`config.mk`:
```
export PLATFORM = sky130hd
export DESIGN_NAME = lmh_ctrl
export DESIGN_NICKNAME = d
export VERILOG_FILES = /design/src/sv/lmh_pkg.sv /design/src/sv/lmh_ctrl.sv
export SDC_FILE = /design/constraint.sdc
export NUM_CORES = 1
export LEC_CHECK = 0
export ABC_AREA = 1
export CAP_MARGIN = 10
export CORE_MARGIN = 2
export CORE_UTILIZATION = 65
export CTS_CLUSTER_DIAMETER = 60
export CTS_CLUSTER_SIZE = 40
export DETAILED_ROUTE_END_ITERATION = 6
export DONT_BUFFER_PORTS = 1
export PLACE_DENSITY = 0.81
export SLEW_MARGIN = 10
export SYNTH_ARGS = -nofsm -noshare
export SYNTH_HDL_FRONTEND = slang
export SYNTH_SLANG_ARGS = --single-unit
```
`constraint.sdc`:
```
create_clock -name clk -period 5.5 [get_ports clk]
set_clock_uncertainty 0.2 [all_clocks]
set_input_delay 1.1 -clock clk [delete_from_list [all_inputs] [get_ports clk]]
set_output_delay 1.1 -clock clk [all_outputs]
set_load 0.05 [all_outputs]
```
`src/sv/lmh_pkg.sv`:
```
// Shared types and constants for the linked min-heap block.
// Used by lmh_ctrl, lmh_dp and linked_min_heap; no dependencies.
package lmh_pkg;

	localparam int DEPTH   = 1024;
	localparam int AW      = 10;
	localparam int KEY_W   = 24;
	localparam int PAY_W   = 64;
	localparam int LNK_W   = 11;
	localparam int N_W     = 11;
	localparam int IN_W    = 136;
	localparam int OUT_W   = 120;

	// command codes
	localparam logic [2:0] CMD_WRITE   = 3'd0;
	localparam logic [2:0] CMD_READ    = 3'd1;
	localparam logic [2:0] CMD_SETKEY  = 3'd2;
	localparam logic [2:0] CMD_SETLINK = 3'd3;
	localparam logic [2:0] CMD_SIFTUP  = 3'd4;
	localparam logic [2:0] CMD_RESTORE = 3'd5;

	// datapath operations
	localparam logic [3:0] OP_NONE     = 4'd0;
	localparam logic [3:0] OP_LOAD     = 4'd1;
	localparam logic [3:0] OP_WR_ENTRY = 4'd2;
	localparam logic [3:0] OP_WR_KEY   = 4'd3;
	localparam logic [3:0] OP_WR_LINKS = 4'd4;
	localparam logic [3:0] OP_SET_LAST = 4'd5;
	localparam logic [3:0] OP_READ     = 4'd6;
	localparam logic [3:0] OP_OTH_PAR  = 4'd7;
	localparam logic [3:0] OP_OTH_L    = 4'd8;
	localparam logic [3:0] OP_OTH_R    = 4'd9;
	localparam logic [3:0] OP_LNK1     = 4'd10;
	localparam logic [3:0] OP_LNK2     = 4'd11;
	localparam logic [3:0] OP_LNK3     = 4'd12;
	localparam logic [3:0] OP_LNK4     = 4'd13;
	localparam logic [3:0] OP_XCHG1    = 4'd14;
	localparam logic [3:0] OP_XCHG2    = 4'd15;

	// read address selects
	localparam logic [2:0] RS_CUR   = 3'd0;
	localparam logic [2:0] RS_PAR   = 3'd1;
	localparam logic [2:0] RS_LEFT  = 3'd2;
	localparam logic [2:0] RS_RIGHT = 3'd3;
	localparam logic [2:0] RS_OTH   = 3'd4;

	// read capture destinations
	localparam logic [1:0] DST_A = 2'd0;
	localparam logic [1:0] DST_B = 2'd1;
	localparam logic [1:0] DST_L = 2'd2;
	localparam logic [1:0] DST_R = 2'd3;

	typedef struct packed {
		logic [3:0] op;
		logic [2:0] rsel;
		logic [1:0] dst;
		logic       out_load;
	} lmh_cmd_t;

	typedef struct packed {
		logic [2:0] cmd;
		logic       n_zero;
		logic       pos_lt_n;
		logic       cur_zero;
		logic       left_lt_n;
		logic       right_lt_n;
		logic       a_gt_b;
		logic       a_lt_b;
		logic       a_gt_l;
		logic       a_gt_r;
		logic       l_lt_r;
	} lmh_stat_t;

endpackage

```
`src/sv/lmh_ctrl.sv`:
```
// Sequencer of the linked min-heap: command dispatch, sift walks,
// swap sequence and result handshake. Depends on lmh_pkg.
module lmh_ctrl (
	input  logic                clk,
	input  logic                arst_n,
	input  logic                s_tvalid,
	output logic                s_tready,
	output logic                m_tvalid,
	input  logic                m_tready,
	input  lmh_pkg::lmh_stat_t  stat,
	output lmh_pkg::lmh_cmd_t   cmd
);

	localparam logic [4:0] S_IDLE   = 5'd0;
	localparam logic [4:0] S_DISP   = 5'd1;
	localparam logic [4:0] S_UP_RA  = 5'd2;
	localparam logic [4:0] S_UP_RB  = 5'd3;
	localparam logic [4:0] S_UP_W   = 5'd4;
	localparam logic [4:0] S_UP_CMP = 5'd5;
	localparam logic [4:0] S_RS_RA  = 5'd6;
	localparam logic [4:0] S_RS_RB  = 5'd7;
	localparam logic [4:0] S_RS_W   = 5'd8;
	localparam logic [4:0] S_RS_CMP = 5'd9;
	localparam logic [4:0] S_DN_RA  = 5'd10;
	localparam logic [4:0] S_DN_RL  = 5'd11;
	localparam logic [4:0] S_DN_RR  = 5'd12;
	localparam logic [4:0] S_DN_W   = 5'd13;
	localparam logic [4:0] S_DN_CMP = 5'd14;
	localparam logic [4:0] S_SW_R1  = 5'd15;
	localparam logic [4:0] S_SW_R2  = 5'd16;
	localparam logic [4:0] S_SW_W0  = 5'd17;
	localparam logic [4:0] S_SW_L1  = 5'd18;
	localparam logic [4:0] S_SW_L2  = 5'd19;
	localparam logic [4:0] S_SW_L3  = 5'd20;
	localparam logic [4:0] S_SW_L4  = 5'd21;
	localparam logic [4:0] S_SW_R3  = 5'd22;
	localparam logic [4:0] S_SW_R4  = 5'd23;
	localparam logic [4:0] S_SW_W1  = 5'd24;
	localparam logic [4:0] S_SW_X1  = 5'd25;
	localparam logic [4:0] S_SW_X2  = 5'd26;
	localparam logic [4:0] S_FIN    = 5'd27;
	localparam logic [4:0] S_FIN_W  = 5'd28;
	localparam logic [4:0] S_FIN_O  = 5'd29;

	localparam logic [1:0] RET_UP  = 2'd0;
	localparam logic [1:0] RET_DN  = 2'd1;
	localparam logic [1:0] RET_FIN = 2'd2;

	logic [4:0] state_q, state_d;
	logic [1:0] ret_q, ret_d;
	logic       out_vld_q;
	logic       out_free;

	assign out_free = ~out_vld_q | m_tready;
	assign s_tready = (state_q == S_IDLE);
	assign m_tvalid = out_vld_q;

	always_comb begin
		state_d      = state_q;
		ret_d        = ret_q;
		cmd.op       = lmh_pkg::OP_NONE;
		cmd.rsel     = lmh_pkg::RS_CUR;
		cmd.dst      = lmh_pkg::DST_A;
		cmd.out_load = 1'b0;
		case (state_q)
			S_IDLE: begin
				if (s_tvalid) begin
					cmd.op  = lmh_pkg::OP_LOAD;
					state_d = S_DISP;
				end
			end
			S_DISP: begin
				state_d = S_FIN;
				case (stat.cmd)
					lmh_pkg::CMD_WRITE:   cmd.op = lmh_pkg::OP_WR_ENTRY;
					lmh_pkg::CMD_SETKEY:  cmd.op = lmh_pkg::OP_WR_KEY;
					lmh_pkg::CMD_SETLINK: cmd.op = lmh_pkg::OP_WR_LINKS;
					lmh_pkg::CMD_SIFTUP: begin
						if (!stat.n_zero) begin
							cmd.op  = lmh_pkg::OP_SET_LAST;
							state_d = S_UP_RA;
						end
					end
					lmh_pkg::CMD_RESTORE: begin
						if (stat.pos_lt_n) state_d = S_RS_RA;
					end
					default: ;
				endcase
			end
			S_UP_RA: begin
				if (stat.cur_zero) state_d = S_FIN;
				else begin
					cmd.op  = lmh_pkg::OP_READ;
					state_d = S_UP_RB;
				end
			end
			S_UP_RB: begin
				cmd.op   = lmh_pkg::OP_READ;
				cmd.rsel = lmh_pkg::RS_PAR;
				cmd.dst  = lmh_pkg::DST_B;
				state_d  = S_UP_W;
			end
			S_UP_W: state_d = S_UP_CMP;
			S_UP_CMP: begin
				// equal keys still swap on the way up
				if (stat.a_gt_b) state_d = S_FIN;
				else begin
					cmd.op  = lmh_pkg::OP_OTH_PAR;
					ret_d   = RET_UP;
					state_d = S_SW_R1;
				end
			end
			S_RS_RA: begin
				if (stat.cur_zero) state_d = S_DN_RA;
				else begin
					cmd.op  = lmh_pkg::OP_READ;
					state_d = S_RS_RB;
				end
			end
			S_RS_RB: begin
				cmd.op   = lmh_pkg::OP_READ;
				cmd.rsel = lmh_pkg::RS_PAR;
				cmd.dst  = lmh_pkg::DST_B;
				state_d  = S_RS_W;
			end
			S_RS_W: state_d = S_RS_CMP;
			S_RS_CMP: state_d = stat.a_lt_b ? S_UP_CMP : S_DN_RA;
			S_DN_RA: begin
				if (!stat.left_lt_n) state_d = S_FIN;
				else begin
					cmd.op  = lmh_pkg::OP_READ;
					state_d = S_DN_RL;
				end
			end
			S_DN_RL: begin
				cmd.op   = lmh_pkg::OP_READ;
				cmd.rsel = lmh_pkg::RS_LEFT;
				cmd.dst  = lmh_pkg::DST_L;
				state_d  = S_DN_RR;
			end
			S_DN_RR: begin
				if (stat.right_lt_n) begin
					cmd.op   = lmh_pkg::OP_READ;
					cmd.rsel = lmh_pkg::RS_RIGHT;
					cmd.dst  = lmh_pkg::DST_R;
				end
				state_d = S_DN_W;
			end
			S_DN_W: state_d = S_DN_CMP;
			S_DN_CMP: begin
				state_d = S_FIN;
				ret_d   = RET_DN;
				if (!stat.right_lt_n) begin
					// lone left child: at most one swap, then done
					if (stat.a_gt_l) begin
						cmd.op  = lmh_pkg::OP_OTH_L;
						ret_d   = RET_FIN;
						state_d = S_SW_R1;
					end
				end else if (!stat.a_gt_l) begin
					if (stat.a_gt_r) begin
						cmd.op  = lmh_pkg::OP_OTH_R;
						state_d = S_SW_R1;
					end
				end else begin
					cmd.op  = stat.l_lt_r ? lmh_pkg::OP_OTH_L : lmh_pkg::OP_OTH_R;
					state_d = S_SW_R1;
				end
			end
			S_SW_R1: begin
				cmd.op  = lmh_pkg::OP_READ;
				state_d = S_SW_R2;
			end
			S_SW_R2: begin
				cmd.op   = lmh_pkg::OP_READ;
				cmd.rsel = lmh_pkg::RS_OTH;
				cmd.dst  = lmh_pkg::DST_B;
				state_d  = S_SW_W0;
			end
			S_SW_W0: state_d = S_SW_L1;
			S_SW_L1: begin
				cmd.op  = lmh_pkg::OP_LNK1;
				state_d = S_SW_L2;
			end
			S_SW_L2: begin
				cmd.op  = lmh_pkg::OP_LNK2;
				state_d = S_SW_L3;
			end
			S_SW_L3: begin
				cmd.op  = lmh_pkg::OP_LNK3;
				state_d = S_SW_L4;
			end
			S_SW_L4: begin
				cmd.op  = lmh_pkg::OP_LNK4;
				state_d = S_SW_R3;
			end
			// re-read both entries: the redirects may have touched them
			S_SW_R3: begin
				cmd.op  = lmh_pkg::OP_READ;
				state_d = S_SW_R4;
			end
			S_SW_R4: begin
				cmd.op   = lmh_pkg::OP_READ;
				cmd.rsel = lmh_pkg::RS_OTH;
				cmd.dst  = lmh_pkg::DST_B;
				state_d  = S_SW_W1;
			end
			S_SW_W1: state_d = S_SW_X1;
			S_SW_X1: begin
				cmd.op  = lmh_pkg::OP_XCHG1;
				state_d = S_SW_X2;
			end
			S_SW_X2: begin
				cmd.op = lmh_pkg::OP_XCHG2;
				case (ret_q)
					RET_UP:  state_d = S_UP_RA;
					RET_DN:  state_d = S_DN_RA;
					default: state_d = S_FIN;
				endcase
			end
			S_FIN: begin
				cmd.op  = lmh_pkg::OP_READ;
				state_d = S_FIN_W;
			end
			S_FIN_W: state_d = S_FIN_O;
			S_FIN_O: begin
				if (out_free) begin
					cmd.out_load = 1'b1;
					state_d      = S_IDLE;
				end
			end
			default: state_d = S_IDLE;
		endcase
	end

	always_ff @(posedge clk or negedge arst_n) begin
		if (!arst_n) begin
			state_q   <= S_IDLE;
			ret_q     <= RET_FIN;
			out_vld_q <= 1'b0;
		end else begin
			state_q <= state_d;
			ret_q   <= ret_d;
			if (cmd.out_load)
				out_vld_q <= 1'b1;
			else if (m_tready)
				out_vld_q <= 1'b0;
		end
	end

endmodule

```
Word level (Yosys, flattened, before mapping)
Index checks and enable logic that the tools add are counted.
{ "op_classes": {"reduce_logical": 11, "eq_ne": 37, "n_bitwise": 2, "muxes": 38} }
{ "ops": {"columns": ["operator", "n"], "rows": [
  ["$pmux W5 S30", 1],
  ["$eq A5 B5 Y1 const B", 14],
  ["$pmux W4 S14", 1],
  ["$mux W5", 11],
  ["$eq A5 B4 Y1 const B", 8],
  ["$mux W4", 6],
  ["$eq A5 B3 Y1 const B", 4],
  ["$pmux W5 S2", 2],
  ["$pmux W5 S4", 1],
  ["$mux W3", 4],
  ["$pmux W3 S4", 1],
  ["$eq A5 B2 Y1 const B", 2],
  ["$mux W8", 1],
  ["$reduce_or A8 Y1", 1],
  ["$eq A3 B2 Y1 const B", 2],
  ["$eq A3 B3 Y1 const B", 2],
  ["$mux W1", 6],
  ["$mux W2", 3],
  ["$ne A2 B2 Y1 const B", 3],
  ["$reduce_or A2 Y1", 3],
  ["$eq A5 B1 Y1 const B", 1],
  ["$logic_not A5 Y1", 1],
  ["$pmux W2 S2", 1],
  ["$reduce_and A2 Y1", 2],
  ["other kinds (6)", 7]
]} }
{ "word_totals": {"output_inout_bits": 12, "in_bits": 17, "ff_bits": 8} }

Longest topological paths before layout
{ "logic_depth": {"depth_word": 5, "depth_mapped": 12, "ltp_nobuf": 10} }

Worst setup path after synthesis
OpenSTA, ideal clock, no wires.
{ "synth_timing": {"path_type": "input to output", "startpoint": "input port stat[5] (netlist name)", "endpoint": "output port cmd[1] (netlist name)", "path_stages": 3, "arrival_time_ns": 2.378, "path_slack_ns": 1.822, "t_required_ns": 4.200, "cell_sequence": "nand3_1 -> o21ai_0 -> or2_2"} }
{ "synth_lines": {"columns": ["item", "line", "text"], "rows": [
  ["from (decl)", "lmh_ctrl.sv:10", "input lmh_pkg::lmh_stat_t stat,"],
  ["to (decl)", "lmh_ctrl.sv:11", "output lmh_pkg::lmh_cmd_t cmd"]
]} }

==> impl_metrics.yaml <==
critical_path:
  cp_num_cells: 5
  ff2ff_path_depth: 9
  rrSetupSlack_ps: 3040
  startpoint_type: "register"
  critPathKind: "register to output port"
  critPathRequiredTime_ps: 4200
  crit_path_max_fanout: 7
  endpoint_kind: "output port"
  path_common_cell: "nor2_1"
  cp-endpoint: "cmd[6]"
  cp_slowest_stage_delay_ps: 760
  arrival_ps: 2630
  crit_chain: "nor2_1, nand2_1, nor2_1, a211oi_1, nand3_1"
  startpoint: "state_q[3]"
  r2r-start: "state_q[3]"
  crit_buf_inv: 0
  cp_slowest_cell: "nor2_1"
  regToRegEndpoint: "state_q[0]"
  critPathTopFamily: "simple AND/OR/NAND/NOR gates"
run_status:
  status: "finished clean"
flow_run:
  drv_cap: 0
synth:
  synth.distinct_cells: 22
  ys_ff_latch: 8
  yosys_warnings: 0
  ys_seq_area_frac: 0.1866
  synth.avg_cell_area_um2: 5.293
  synth_area_um2: 1080
  syn_nets: 221
  synth_cells: 204
floorplan:
  coreArea_um2: 1524
  start_util: 0.7085
  ios: 29
  die_area_um2: 2003
  fp-row-count: 14
  die_w_um: 44.76
  die_h_um: 44.76
drt:
  finalWirelength_um: 3175
  drcViolationCount: 0
  dr.pass1.iters: 5
  drtAntennaViolNets: 0
  drt_iter0_drc: 169
  via_count: 1415
  avgRoutedWirePerCell_um: 14.43
  via_per_inst: 6.432
cts:
  cts_tree: "built"
  cts_max_level: 1
  cts_sinks: 8
  cts_buffer_depth: 2
  ctsResizeCount: 0
  clockRootBuffer: "clkbuf_4"
  numCtsBuffers: 3
  path_clk_slew_ps: 60
  ctsHoldBuffers: 0
  clock_latency_ps: 260
  cts_setup_buffers: 0
sta:
  setup-tns-final_ps: 0
  setup_viol: 0
  tightest_slew_ps: 973.2
  min_period_over_period: 0.7150
  layout_min_cycle_time_ps: 3932
  slew_headroom: 0.3468
  slew_violations: 0
  fmax_mhz: 254.3
  finalHoldViolCount: 0
  rsz0062_at_grt: "no"
final_layout:
  synthToLayoutAreaGrowth_pct: 1.738
  nets: 222
  register_area_um2: 201.4
  multi_input_area_um2: 760.7
  fillers: 144
  finish.instance_area_um2: 1099
  n_antenna_cell: 0
  drive_above_1_share: 0.04412
power:
  ir_drop_mv: 0.3764
  p_leak_nw: 0.6427
  p_per_area_nw_per_um2: 679.2
placement:
  place_area_um2: 1072
  dp_hpwl_um: 2527
  io_buffer_count: 0
  gp_congestion: 1.133
worst_hold_path:
  hp-class: "register to register"
global_routing:
  first_global_vias: 1274
  grtUsageTotal: 0.3578
  grt_pass1_wl_um: 5306
  grt_max_degree: 18
  grt_overflow: 0
  antenna_found_initial: 0
## how the worst min path moves through the flow
| stage | startpoint | to | slack (ps) | depth (start not counted) |
|---|---|---|---|---|
| after floorplan | ret_q[0] | ret_q[0] | 260 | 2 |
| after global placement | ret_q[0] | ret_q[0] | 280 | 2 |
| after detailed placement | ret_q[0] | ret_q[0] | 300 | 2 |
| after CTS | ret_q[0] | ret_q[0] | 310 | 2 |
| after global routing | arst_n | state_q[1] | 310 | 0 |
| final | ret_q[0] | ret_q[0] | 310 | 2 |
## where the power goes
group | leakage, nW | total (mW) | switching, mW | internal, mW
clock | 0.0150 | 0.0502 | 0.0223 | 0.0279
combinational | 0.529 | 0.556 | 0.433 | 0.123
sequential | 0.0988 | 0.140 | 0.0491 | 0.0910
## through the flow
step,util,power [mW],setup WS [ps],std cells,hold slack [ps]
after floorplan,-,0.6019,1822,204,263.5
after global placement,0.7036,0.6623,1920,216,283.3
after detailed placement,0.7036,0.6769,1894,216,299.6
after CTS,0.7209,0.7273,1614,220,310.9
after global routing,0.7209,0.7997,1391,220,308.8
final,0.7209,0.7461,1568,220,310.5
## tightest hold or removal path: stages, from the launching register on
cell and delay [ps]:
dfrtp_1 340, nand3_1 80, nand2_1 60
## cells in the mapped netlist
master / instances / area (um2)
or2_2: 1 / 6.260
a21oi_1: 5 / 25.02
nand2_1: 54 / 202.7
o2111ai_1: 1 / 8.760
nor2_2: 1 / 6.260
o31ai_1: 2 / 15.01
inv_1: 24 / 90.09
nand3b_1: 1 / 7.510
nand3_1: 29 / 145.1
buf_4: 3 / 22.52
nand3_2: 1 / 10.01
nor2_1: 47 / 176.4
dfstp_2: 1 / 26.28
a211oi_1: 1 / 7.510
nor3_1: 5 / 25.02
o211ai_1: 1 / 7.510
nand4_1: 6 / 37.54
nor2_4: 2 / 22.52
buf_2: 1 / 5.000
a21o_1: 1 / 7.510
dfrtp_1: 7 / 175.2
o21ai_0: 10 / 50.05
## registers in the layout (all words and copies together), names as in the netlist
register and cells:
m_tvalid 1, ret_q 2, state_q 5
## layout make-up
cell class | instances | area share
clock buffers | 4 | 0.02392
multi-input cells | 168 | 0.6925
well taps | 16 | 0.01822
inverters | 24 | 0.08200
flip-flops and latches | 8 | 0.1834
## cells by family after synthesis
group | share of synthesized area
AO/OA/AOI/OAI | 0.1124
buffers and inverters | 0.1089
flip-flops | 0.1866
AND/OR/NAND/NOR | 0.5921
## cells in the final DEF, fill, tap and decap left out
master and n:
a21o_1 1, dfrtp_1 7, clkbuf_1 1, inv_1 24, nor3_1 5, or2_2 1
nand4_1 6, nor2_2 1, o2111ai_1 1, a211oi_1 1, nand3_2 1, nor2_4 2
o31ai_1 2, nand2_1 54, clkbuf_4 3, nand3b_1 1, a21oi_1 5, o21ai_1 1
o211ai_1 1, nor2_1 47, nand3_1 29, dfstp_2 1, o21ai_0 9
## per-layer routing
metal	track usage	wire, um	part of all wire
met1	0.4505	1162	0.37
met2	0.5623	1308	0.41
met3	0.1400	559	0.18
met4	0.1091	144	0.045
met5	0	0	0
Power figures use the tool's default switching activity.
